[src/sv/netlist_token_splitter_top_macros.svh]
// assertion macros for the netlist token splitter
`ifndef NETLIST_TOKEN_SPLITTER_TOP_MACROS_SVH
`define NETLIST_TOKEN_SPLITTER_TOP_MACROS_SVH

`ifndef SYNTHESIS

`define NTS_ASSERT_IMP(lbl, clk, rst_n, ante, cons) \
	lbl: assert property (@(posedge clk) disable iff (!rst_n) (ante) |-> (cons)) \
		else $error("assertion failed: same cycle implication");

`define NTS_ASSERT_NEXT(lbl, clk, rst_n, ante, cons) \
	lbl: assert property (@(posedge clk) disable iff (!rst_n) (ante) |=> (cons)) \
		else $error("assertion failed: next cycle implication");

`else

`define NTS_ASSERT_IMP(lbl, clk, rst_n, ante, cons)

`define NTS_ASSERT_NEXT(lbl, clk, rst_n, ante, cons)

`endif

`endif

[src/sv/nts_pkg.sv]
// types, constants and character classes shared by the token splitter
`default_nettype none

package nts_pkg;

	localparam logic [1:0] KIND_CHAR = 2'd0;
	localparam logic [1:0] KIND_END  = 2'd1;
	localparam logic [1:0] KIND_LINE = 2'd2;

	localparam logic [3:0] TYPE_NONE     = 4'd0;
	localparam logic [3:0] TYPE_STRING   = 4'd1;
	localparam logic [3:0] TYPE_NULL     = 4'd2;
	localparam logic [3:0] TYPE_LBRACKET = 4'd3;
	localparam logic [3:0] TYPE_RBRACKET = 4'd4;
	localparam logic [3:0] TYPE_LT       = 4'd5;
	localparam logic [3:0] TYPE_GT       = 4'd6;
	localparam logic [3:0] TYPE_PERCENT  = 4'd7;
	localparam logic [3:0] TYPE_TILDE    = 4'd8;

	localparam logic [1:0] MODE_IDLE   = 2'd0;
	localparam logic [1:0] MODE_PLAIN  = 2'd1;
	localparam logic [1:0] MODE_QUOTED = 2'd2;

	localparam logic [2:0] NP_START = 3'd0;
	localparam logic [2:0] NP_MATCH = 3'd4;
	localparam logic [2:0] NP_FAIL  = 3'd7;

	localparam logic [7:0] CH_NUL    = 8'h00;
	localparam logic [7:0] CH_TAB    = 8'h09;
	localparam logic [7:0] CH_LF     = 8'h0a;
	localparam logic [7:0] CH_VT     = 8'h0b;
	localparam logic [7:0] CH_FF     = 8'h0c;
	localparam logic [7:0] CH_CR     = 8'h0d;
	localparam logic [7:0] CH_SPACE  = 8'h20;
	localparam logic [7:0] CH_QUOTE  = 8'h22;
	localparam logic [7:0] CH_PCT    = 8'h25;
	localparam logic [7:0] CH_LPAREN = 8'h28;
	localparam logic [7:0] CH_RPAREN = 8'h29;
	localparam logic [7:0] CH_COMMA  = 8'h2c;
	localparam logic [7:0] CH_LT     = 8'h3c;
	localparam logic [7:0] CH_EQ     = 8'h3d;
	localparam logic [7:0] CH_GT     = 8'h3e;
	localparam logic [7:0] CH_LBRK   = 8'h5b;
	localparam logic [7:0] CH_RBRK   = 8'h5d;
	localparam logic [7:0] CH_L      = 8'h6c;
	localparam logic [7:0] CH_N      = 8'h6e;
	localparam logic [7:0] CH_U      = 8'h75;
	localparam logic [7:0] CH_TILDE  = 8'h7e;

	typedef struct packed {
		logic [1:0] kind;
		logic [7:0] chr;
		logic [3:0] ttype;
	} res_t;

	typedef struct packed {
		logic [1:0]       n;
		res_t [2:0]       res;
	} desc_t;

	function automatic logic is_skip(input logic [7:0] c);
		return c inside {CH_SPACE, CH_TAB, CH_LF, CH_VT, CH_FF, CH_CR,
			CH_EQ, CH_LPAREN, CH_RPAREN, CH_COMMA};
	endfunction

	function automatic logic [3:0] single_type(input logic [7:0] c);
		logic [3:0] t;
		case (c)
			CH_LBRK:  t = TYPE_LBRACKET;
			CH_RBRK:  t = TYPE_RBRACKET;
			CH_LT:    t = TYPE_LT;
			CH_GT:    t = TYPE_GT;
			CH_PCT:   t = TYPE_PERCENT;
			CH_TILDE: t = TYPE_TILDE;
			default:  t = TYPE_NONE;
		endcase
		return t;
	endfunction

	function automatic logic [7:0] null_char(input logic [2:0] pos);
		logic [7:0] c;
		case (pos)
			3'd0:    c = CH_N;
			3'd1:    c = CH_U;
			3'd2:    c = CH_L;
			3'd3:    c = CH_L;
			default: c = CH_N;
		endcase
		return c;
	endfunction

	function automatic res_t mk_res(input logic [1:0] kind, input logic [7:0] chr,
		input logic [3:0] ttype);
		res_t r;
		r.kind  = kind;
		r.chr   = chr;
		r.ttype = ttype;
		return r;
	endfunction

endpackage

`default_nettype wire

[src/sv/netlist_token_splitter_top.sv]
// top level of the netlist token splitter
//
// input channel: one line character per transfer on ch (in_valid/in_ready);
// a zero byte ends the line. output channel (out_valid/out_ready) carries
// results: kind 0 a token character in chr, kind 1 a token end with its
// type in token_type, kind 2 the line end. last marks the final result
// caused by one input character. skip characters outside a token and an
// opening quote cause no result.
// a character's descriptor passes through the queue and then the output
// register before its first result is offered.
// throughput: one character per cycle while each causes at most one result
// and the receiver does not stall; the output port gives one result per cycle
// while out_ready is high, so a character causing two or three results holds the output until all are taken.
// the descriptor queue (QUEUE_DEPTH entries) lets the input keep taking
// characters while the receiver stalls, and in_ready drops once it is full.
// reset: asynchronous, clears the token state, the queue and the output.
`default_nettype none

module netlist_token_splitter_top import nts_pkg::*; #(
	parameter int QUEUE_DEPTH = 2
) (
	input  wire logic       clk,
	input  wire logic       arst_n,
	input  wire logic       in_valid,
	output logic            in_ready,
	input  wire logic [7:0] ch,
	output logic            out_valid,
	input  wire logic       out_ready,
	output logic [1:0]      kind,
	output logic [7:0]      chr,
	output logic [3:0]      token_type,
	output logic            last
);

	logic  q_push;
	logic  q_pop;
	logic  q_full;
	logic  q_empty;
	desc_t q_wdata;
	desc_t q_rdata;

	nts_front u_front (
		.clk      (clk),
		.arst_n   (arst_n),
		.in_valid (in_valid),
		.in_ready (in_ready),
		.ch       (ch),
		.q_full   (q_full),
		.q_push   (q_push),
		.q_data   (q_wdata)
	);

	nts_queue #(
		.DEPTH (QUEUE_DEPTH)
	) u_queue (
		.clk       (clk),
		.arst_n    (arst_n),
		.push      (q_push),
		.push_data (q_wdata),
		.full      (q_full),
		.pop       (q_pop),
		.pop_data  (q_rdata),
		.empty     (q_empty)
	);

	nts_back u_back (
		.clk        (clk),
		.arst_n     (arst_n),
		.q_empty    (q_empty),
		.q_data     (q_rdata),
		.q_pop      (q_pop),
		.out_valid  (out_valid),
		.out_ready  (out_ready),
		.kind       (kind),
		.chr        (chr),
		.token_type (token_type),
		.last       (last)
	);

endmodule

`default_nettype wire

[src/sv/nts_front.sv]
// front end: takes characters, tracks token state, builds result descriptors
`default_nettype none
`include "netlist_token_splitter_top_macros.svh"

module nts_front import nts_pkg::*; (
	input  wire logic       clk,
	input  wire logic       arst_n,
	input  wire logic       in_valid,
	output logic            in_ready,
	input  wire logic [7:0] ch,
	input  wire logic       q_full,
	output logic            q_push,
	output desc_t           q_data
);

	logic [1:0] mode_q;
	logic [7:0] first_q;
	logic [2:0] np_q;
	logic       empty_q;

	logic [1:0] mode_d;
	logic [7:0] first_d;
	logic [2:0] np_d;
	logic       empty_d;

	logic       active;
	logic       skip;
	logic [3:0] st;
	logic [3:0] first_st;
	logic [3:0] end_ty;
	logic [2:0] app_np;
	logic [7:0] app_first;
	logic       xfer;
	desc_t      desc;

	always_comb begin
		active    = (mode_q == MODE_PLAIN) || (mode_q == MODE_QUOTED);
		skip      = is_skip(ch);
		st        = single_type(ch);
		first_st  = single_type(first_q);
		if (empty_q) begin
			end_ty = TYPE_STRING;
		end else if (first_st != TYPE_NONE) begin
			end_ty = first_st;
		end else if (np_q == NP_MATCH) begin
			end_ty = TYPE_NULL;
		end else begin
			end_ty = TYPE_STRING;
		end
		app_np    = (np_q < NP_MATCH && ch == null_char(np_q)) ? np_q + 3'd1 : NP_FAIL;
		app_first = empty_q ? ch : first_q;

		desc    = '0;
		mode_d  = mode_q;
		first_d = first_q;
		np_d    = np_q;
		empty_d = empty_q;

		if (active) begin
			if (ch == CH_NUL) begin
				desc.n      = 2'd2;
				desc.res[0] = mk_res(KIND_END, CH_NUL, end_ty);
				desc.res[1] = mk_res(KIND_LINE, CH_NUL, TYPE_NONE);
				mode_d = MODE_IDLE; first_d = CH_NUL; np_d = NP_START; empty_d = 1'b1;
			end else if (mode_q == MODE_QUOTED) begin
				desc.n = 2'd1;
				if (ch == CH_QUOTE) begin
					desc.res[0] = mk_res(KIND_END, CH_NUL, end_ty);
					mode_d = MODE_IDLE; first_d = CH_NUL; np_d = NP_START; empty_d = 1'b1;
				end else begin
					desc.res[0] = mk_res(KIND_CHAR, ch, TYPE_NONE);
					first_d = app_first; np_d = app_np; empty_d = 1'b0;
				end
			end else if (skip) begin
				desc.n      = 2'd1;
				desc.res[0] = mk_res(KIND_END, CH_NUL, end_ty);
				mode_d = MODE_IDLE; first_d = CH_NUL; np_d = NP_START; empty_d = 1'b1;
			end else if (st != TYPE_NONE) begin
				desc.n      = 2'd3;
				desc.res[0] = mk_res(KIND_END, CH_NUL, end_ty);
				desc.res[1] = mk_res(KIND_CHAR, ch, TYPE_NONE);
				desc.res[2] = mk_res(KIND_END, CH_NUL, st);
				mode_d = MODE_IDLE; first_d = CH_NUL; np_d = NP_START; empty_d = 1'b1;
			end else begin
				desc.n      = 2'd1;
				desc.res[0] = mk_res(KIND_CHAR, ch, TYPE_NONE);
				first_d = app_first; np_d = app_np; empty_d = 1'b0;
			end
		end else begin
			if (ch == CH_NUL) begin
				desc.n      = 2'd1;
				desc.res[0] = mk_res(KIND_LINE, CH_NUL, TYPE_NONE);
				mode_d = MODE_IDLE; first_d = CH_NUL; np_d = NP_START; empty_d = 1'b1;
			end else if (skip) begin
				mode_d = MODE_IDLE;
			end else if (st != TYPE_NONE) begin
				desc.n      = 2'd2;
				desc.res[0] = mk_res(KIND_CHAR, ch, TYPE_NONE);
				desc.res[1] = mk_res(KIND_END, CH_NUL, st);
				mode_d = MODE_IDLE; first_d = CH_NUL; np_d = NP_START; empty_d = 1'b1;
			end else if (ch == CH_QUOTE) begin
				mode_d = MODE_QUOTED; first_d = CH_NUL; np_d = NP_START; empty_d = 1'b1;
			end else begin
				desc.n      = 2'd1;
				desc.res[0] = mk_res(KIND_CHAR, ch, TYPE_NONE);
				mode_d  = MODE_PLAIN;
				first_d = ch;
				np_d    = (ch == null_char(NP_START)) ? 3'd1 : NP_FAIL;
				empty_d = 1'b0;
			end
		end
	end

	assign in_ready = !q_full;
	assign xfer     = in_valid && in_ready;
	assign q_push   = xfer && (desc.n != 2'd0);
	assign q_data   = desc;

	always_ff @(posedge clk or negedge arst_n) begin
		if (!arst_n) begin
			mode_q  <= MODE_IDLE;
			first_q <= CH_NUL;
			np_q    <= NP_START;
			empty_q <= 1'b1;
		end else if (xfer) begin
			mode_q  <= mode_d;
			first_q <= first_d;
			np_q    <= np_d;
			empty_q <= empty_d;
		end
	end

	`NTS_ASSERT_NEXT(a_line_end_resets, clk, arst_n, xfer && ch == CH_NUL, mode_q == MODE_IDLE && empty_q && np_q == NP_START)

endmodule

`default_nettype wire

[src/sv/nts_queue.sv]
// short descriptor queue between front and back
`default_nettype none
`include "netlist_token_splitter_top_macros.svh"

module nts_queue import nts_pkg::*; #(
	parameter int DEPTH = 2
) (
	input  wire logic  clk,
	input  wire logic  arst_n,
	input  wire logic  push,
	input  wire desc_t push_data,
	output logic       full,
	input  wire logic  pop,
	output desc_t      pop_data,
	output logic       empty
);

	localparam int PW = (DEPTH > 1) ? $clog2(DEPTH) : 1;
	localparam int CW = $clog2(DEPTH + 1);

	desc_t          mem_q [DEPTH];
	logic [PW-1:0]  wr_ptr_q;
	logic [PW-1:0]  rd_ptr_q;
	logic [CW-1:0]  cnt_q;

	assign full     = (cnt_q == CW'(DEPTH));
	assign empty    = (cnt_q == '0);
	assign pop_data = mem_q[rd_ptr_q];

	always_ff @(posedge clk) begin
		if (push) begin
			mem_q[wr_ptr_q] <= push_data;
		end
	end

	always_ff @(posedge clk or negedge arst_n) begin
		if (!arst_n) begin
			wr_ptr_q <= '0;
			rd_ptr_q <= '0;
			cnt_q    <= '0;
		end else begin
			if (push) begin
				wr_ptr_q <= (wr_ptr_q == PW'(DEPTH - 1)) ? '0 : wr_ptr_q + 1'b1;
			end
			if (pop) begin
				rd_ptr_q <= (rd_ptr_q == PW'(DEPTH - 1)) ? '0 : rd_ptr_q + 1'b1;
			end
			if (push && !pop) begin
				cnt_q <= cnt_q + 1'b1;
			end else if (pop && !push) begin
				cnt_q <= cnt_q - 1'b1;
			end
		end
	end

	`NTS_ASSERT_IMP(a_no_overflow, clk, arst_n, push, !full || pop)
	`NTS_ASSERT_IMP(a_no_underflow, clk, arst_n, pop, !empty)

endmodule

`default_nettype wire

[src/sv/nts_back.sv]
// back end: plays out the results of each descriptor, one transfer per cycle while out_ready is high
`default_nettype none
`include "netlist_token_splitter_top_macros.svh"

module nts_back import nts_pkg::*; (
	input  wire logic       clk,
	input  wire logic       arst_n,
	input  wire logic       q_empty,
	input  wire desc_t      q_data,
	output logic            q_pop,
	output logic            out_valid,
	input  wire logic       out_ready,
	output logic [1:0]      kind,
	output logic [7:0]      chr,
	output logic [3:0]      token_type,
	output logic            last
);

	desc_t      hold_q;
	logic       hold_valid_q;
	logic [1:0] idx_q;
	res_t       cur;
	logic       take;
	logic       done;

	always_comb begin
		case (idx_q)
			2'd1:    cur = hold_q.res[1];
			2'd2:    cur = hold_q.res[2];
			default: cur = hold_q.res[0];
		endcase
	end

	assign out_valid  = hold_valid_q;
	assign kind       = cur.kind;
	assign chr        = cur.chr;
	assign token_type = cur.ttype;
	assign last       = (idx_q == hold_q.n - 2'd1);

	assign take  = hold_valid_q && out_ready;
	assign done  = take && last;
	assign q_pop = (!hold_valid_q || done) && !q_empty;

	always_ff @(posedge clk) begin
		if (q_pop) begin
			hold_q <= q_data;
		end
	end

	always_ff @(posedge clk or negedge arst_n) begin
		if (!arst_n) begin
			hold_valid_q <= 1'b0;
			idx_q        <= 2'd0;
		end else if (q_pop) begin
			hold_valid_q <= 1'b1;
			idx_q        <= 2'd0;
		end else if (done) begin
			hold_valid_q <= 1'b0;
		end else if (take) begin
			idx_q <= idx_q + 2'd1;
		end
	end

	`NTS_ASSERT_IMP(a_desc_not_empty, clk, arst_n, hold_valid_q, hold_q.n != 2'd0 && idx_q < hold_q.n)
	`NTS_ASSERT_IMP(a_line_end_is_last, clk, arst_n, hold_valid_q && cur.kind == KIND_LINE, last)

endmodule

`default_nettype wire

[config.mk]
export PLATFORM = sky130hd
export DESIGN_NAME = netlist_token_splitter_top
export DESIGN_NICKNAME = d
export VERILOG_FILES = /design/src/sv/nts_pkg.sv /design/src/sv/netlist_token_splitter_top.sv /design/src/sv/nts_front.sv /design/src/sv/nts_queue.sv /design/src/sv/nts_back.sv
export VERILOG_INCLUDE_DIRS = /design/src /design/src/sv
export SDC_FILE = /design/constraint.sdc
export NUM_CORES = 1
export LEC_CHECK = 0
export BUFFER_PORTS_ARGS = -buffer_cell sky130_fd_sc_hd__buf_2
export CELL_PAD_IN_SITES_DETAIL_PLACEMENT = 0
export CELL_PAD_IN_SITES_GLOBAL_PLACEMENT = 1
export CORE_ASPECT_RATIO = 1.1
export CORE_UTILIZATION = 47
export CTS_BUF_LIST = sky130_fd_sc_hd__clkbuf_2
export CTS_CLUSTER_SIZE = 16
export DETAILED_ROUTE_END_ITERATION = 16
export GPL_TIMING_DRIVEN = 0
export PLACE_DENSITY_LB_ADDON = 0.12
export SLEW_MARGIN = 20
export SYNTH_ARGS = -nofsm -noshare
export SYNTH_HDL_FRONTEND = slang
export SYNTH_SLANG_ARGS = --single-unit
[constraint.sdc]
create_clock -name clk -period 3.7 [get_ports clk]
set_input_delay 0.185 -clock clk [delete_from_list [all_inputs] [get_ports clk]]
set_output_delay 0.185 -clock clk [all_outputs]
set_load 0.01 [all_outputs]
==> impl_summary.txt <==
----------------------------------------------------
[GRT]
  Largest net degree at the start of global routing ... 26
  Global-route wire length before repair ... around 20000 µm
  Vias in the first global route ... approximately 3800
  Number of antenna violations at the first check in global routing ... 0
  Remaining Overflow, GRT ... 0
  GRT Resource Usage Total ... 0.211

[Floorplanning]
  Cell Rows ... just over 40
  I/O pin count ... 29
  Starting density of the core ... 0.491
  Die width ... 107 µm
  Core area ... ~12000 µm²
  Die area ... approximately 13000 µm²
  Die outline height ... ~120 µm

[Clock tree]
  Clock tree from TritonCTS ... yes
  Number of H-tree branching levels ... 4
  Number of buffers created by CTS ... 17
  Post-CTS Setup Inserts ... 0
  Post-cts resize count ... 0
  Maximum buffer depth of the clock tree ... 2
  Clock slew seen by the registers of the worst setup and hold paths ... about 0.15 ns
  Clock insertion delay at the later pin of the skew report ... around 0.64 ns
  Total number of clock tree sinks ... approximately 130
  Root buffer cell ... sky130_fd_sc_hd__clkbuf_2
  CTS Hold Bufs ... 9

[Power and ir drop]
  Gate power share ... 0.389
  Internal power component ... 2.87 mW
  Sequential share of power ... 0.476
  Relative contribution of the clock network to total power ... 0.135
  Switching Share ... 0.375
  Peak supply drop ... between 300 and 400 µV
  Switching power ... 1.72 mW
  Power per Cell Area ... 720 nW/µm²
  LEAKAGE ... approximately 2.4 nW

[Synthesis]
  Share of flip-flops with an asynchronous set or reset after synthesis ... 0.167
  Seq cells post-synth ... between 100 and 150
  Avg Inst Size Synth ... around 13 µm²
  Number of flops mapped to enable cells by yosys ... between 100 and 150
  Predominant post-synthesis flop cell ... sky130_fd_sc_hd__edfxtp_1
  Mapped cell area ... 5720 µm²
  Number of cells produced by synthesis ... 438
  Syn. warnings ... 0
  Count of different cell masters after synthesis ... 60
  Seq/Total Area, Yosys ... 0.643

[Routing]
  Via Count ... roughly 3600
  Drt drc ... 0
  Vias per inst ... about 5.5
  WL per Instance ... roughly 19 µm
  Initial DRC count ... approximately 170
  1st-pass router iterations ... 4
  Final routed wirelength across all metal layers ... around 12000 µm
  Remaining antenna violation count after routing ... 0

[Place]
  Post-DP HPWL ... between 8000 and 9000 µm
  RD Place Congestion ... roughly 0.84
  Placed cells ... 619
  Number of buffer cells added on primary ports ... 26
  Placed standard-cell area ... approximately 6100 µm²

[Setup path]
  Arr. time, crit path ... about 2.8 ns
  Peak fanout along the critical path ... 10
  Buf/Inv on CP ... 4
  Category of cells accounting for the largest share of critical-path delay ... buffers and inverters
  Delay of the slowest critical-path stage ... ~0.53 ns
  Setup Crit Path Kind ... register to primary output
  Req. time, crit path ... about 3.5 ns
  Cell-by-cell listing of the critical path ... inv_1 > ha_1 > clkbuf_1 > clkbuf_1 > nand2_1 > o21ai_0 > buf_2
  R2R Path Start ... u_back.idx_q[1]$_DFFE_PN0P_
  Startpoint type of the worst setup path ... register
  Reg2Reg Setup Slack ... roughly 1.0 ns
  CP max stage cell ... sky130_fd_sc_hd__clkbuf_1
  R2r worst-path depth ... 10
  Crit end category ... primary output
  Reg-to-reg endpoint ... u_queue.cnt_q[1]$_DFFE_PN0P_
  Cell seen most often among critical-path stages ... sky130_fd_sc_hd__clkbuf_1

[Cells and area]
  Fraction of final layout cells sized beyond drive strength 1 ... 0.222
  Antenna Diode Count ... 0
  Area growth from synthesis to layout ... 11.7%
  Number of nets at the end of the flow ... 517
  Non-filler cells, final ... approximately 660
  Filler cells ... 1044
  Design area ... 6390 µm²

[Timing]
  Fmax ... 0.340 GHz
  Unrepaired setup endpoints after global routing ... no
  Smallest hold slack ... between 0.1 and 0.15 ns
  Transition time of the tightest slew-check pin ... around 0.97 ns
  Number of setup violations in the final report ... 0
  Part of the cycle the worst path needs ... 0.795
  Headroom to the max-slew limit ... 0.353
  Final critical path time including I/O delays and setup ... 2.94 ns
  Hold violation count in the final report ... 0
  Final-layout setup total negative slack ... 0 ns
  Final number of max-transition violations ... 0
  Worst clock skew on the final layout ... 0.0292 ns

[Worst hold path]
  Destination of the worst hold path ... u_queue.mem_q[1][17]$_DFFE_PP_
  Hold-critical path depth ... 4
  Worst hold path startpoint ... ch[1]
  Min-Delay Path Class ... input port to register

[Status]
  Outcome ... finished clean

[Job]
  Number of violations of the max-capacitance limit ... 0

----------------------------------------------------
-- cells by family after synthesis --
group                    after synthesis  synth area share
AND/OR/NAND/NOR                      144             0.130
AO/OA/AOI/OAI                         74            0.0921
buffers and inverters                 38            0.0271
adder cells (fa/ha/maj)                9            0.0193
multiplexers                          38            0.0748
XOR/XNOR                               8            0.0122
flip-flops                           126             0.643
other                                  1          0.000656
-- synth_stat cells (all sizes together), types with 7 or more instances --
cell type,number,share of area
and2,15,0.016
ha,8,0.018
nor2,37,0.024
nand2,42,0.028
a21oi,11,0.0096
inv,15,0.0098
o21ai,23,0.020
a22oi,7,0.0092
clkbuf,18,0.012
a31oi,7,0.010
dfrtp,20,0.088
mux2,38,0.075
nor3,7,0.0061
edfxtp,105,0.55
nor4,7,0.0088
-- cell type report --
type | instances | area (µm²) | area share
sequential | 126 | 3680 | 0.576
multi-input combinational | 275 | 1910 | 0.299
timing repair buffer | 39 | 298 | 0.0466
tap | 150 | 188 | 0.0294
clock buffer | 21 | 105 | 0.0165
buffer | 23 | 98.8 | 0.0155
inverter | 15 | 56.3 | 0.00882
clock inverter | 9 | 48.8 | 0.00764
-- sequential cells by signal, summed over array words and instances (netlist names) --
signal / count
u_queue.wr_ptr_q: 1
u_queue.rd_ptr_q: 1
u_queue.cnt_q: 2
u_front.empty_q: 1
u_front.first_q: 8
u_back.out_valid: 1
u_front.mode_q: 2
u_back.idx_q: 2
u_queue.mem_q: 70
u_back.hold_q: 35
u_front.np_q: 3
-- per-layer routing --
metal	routed length, µm	up-vias	part of all wire	track usage
met5	0	-	0	0
met2	6220	80	0.51	0.362
met3	493	13	0.040	0.0487
li1	-	1750	-	-
met1	5380	1781	0.44	0.258
met4	173	0	0.014	0.0771
-- worst max path at each step --
stage / from / depth (start not counted) / end / slack, ns
global route: u_back.idx_q[0]$_DFFE_PN0P_ / 7 / token_type[1] / 0.45
floorplan: u_back.idx_q[1]$_DFFE_PN0P_ / 10 / u_queue.cnt_q[1]$_DFFE_PN0P_ / 0.61
CTS: u_back.idx_q[0]$_DFFE_PN0P_ / 7 / kind[1] / 0.62
global placement: ch[0] / 8 / u_queue.mem_q[0][2]$_DFFE_PP_ / -0.55
finish: u_back.idx_q[0]$_DFFE_PN0P_ / 7 / kind[1] / 0.76
detailed placement: ch[0] / 10 / u_queue.mem_q[0][1]$_DFFE_PP_ / 0.80
-- power by group through the flow --
| stage | logic [mW] | clock network [mW] | registers [mW] |
|---|---|---|---|
| after global placement | 1.69 | 0 | 2.22 |
| after floorplan | 1.16 | 0 | 2.18 |
| after global routing | 1.98 | 0.707 | 2.22 |
| final | 1.79 | 0.621 | 2.19 |
| after detailed placement | 1.81 | 0 | 2.22 |
| after CTS | 1.82 | 0.652 | 2.19 |
-- through the flow --
stage / worst slack (ns) / util / power, mW
global route: 0.449 / 0.548 / 4.91
detailed placement: 0.795 / 0.527 / 4.03
finish: 0.760 / 0.548 / 4.60
floorplan: 0.614 / - / 3.34
CTS: 0.618 / 0.548 / 4.66
global placement: -0.553 / 0.520 / 3.91
-- layout by cell type (no fill, tap or decap), types with 7 or more instances in the layout --
| master | count |
|---|---|
| sky130_fd_sc_hd__a21oi_1 | 10 |
| sky130_fd_sc_hd__a22oi_1 | 7 |
| sky130_fd_sc_hd__and2_1 | 14 |
| sky130_fd_sc_hd__buf_2 | 27 |
| sky130_fd_sc_hd__clkbuf_1 | 18 |
| sky130_fd_sc_hd__clkbuf_2 | 21 |
| sky130_fd_sc_hd__dfrtp_1 | 20 |
| sky130_fd_sc_hd__dlygate4sd3_1 | 9 |
| sky130_fd_sc_hd__edfxtp_1 | 105 |
| sky130_fd_sc_hd__ha_1 | 8 |
| sky130_fd_sc_hd__inv_1 | 14 |
| sky130_fd_sc_hd__mux2_2 | 37 |
| sky130_fd_sc_hd__nand2_1 | 42 |
| sky130_fd_sc_hd__nor2_1 | 37 |
| sky130_fd_sc_hd__o21ai_0 | 19 |
-- worst min-delay path, cell delays in order --
cell and delay, ns:
sky130_fd_sc_hd__buf_2 0.12, sky130_fd_sc_hd__nand2_1 0.08, sky130_fd_sc_hd__or4_4 0.15, sky130_fd_sc_hd__nor2_1 0.05
Note: power is estimated with default switching activity, not from simulation.
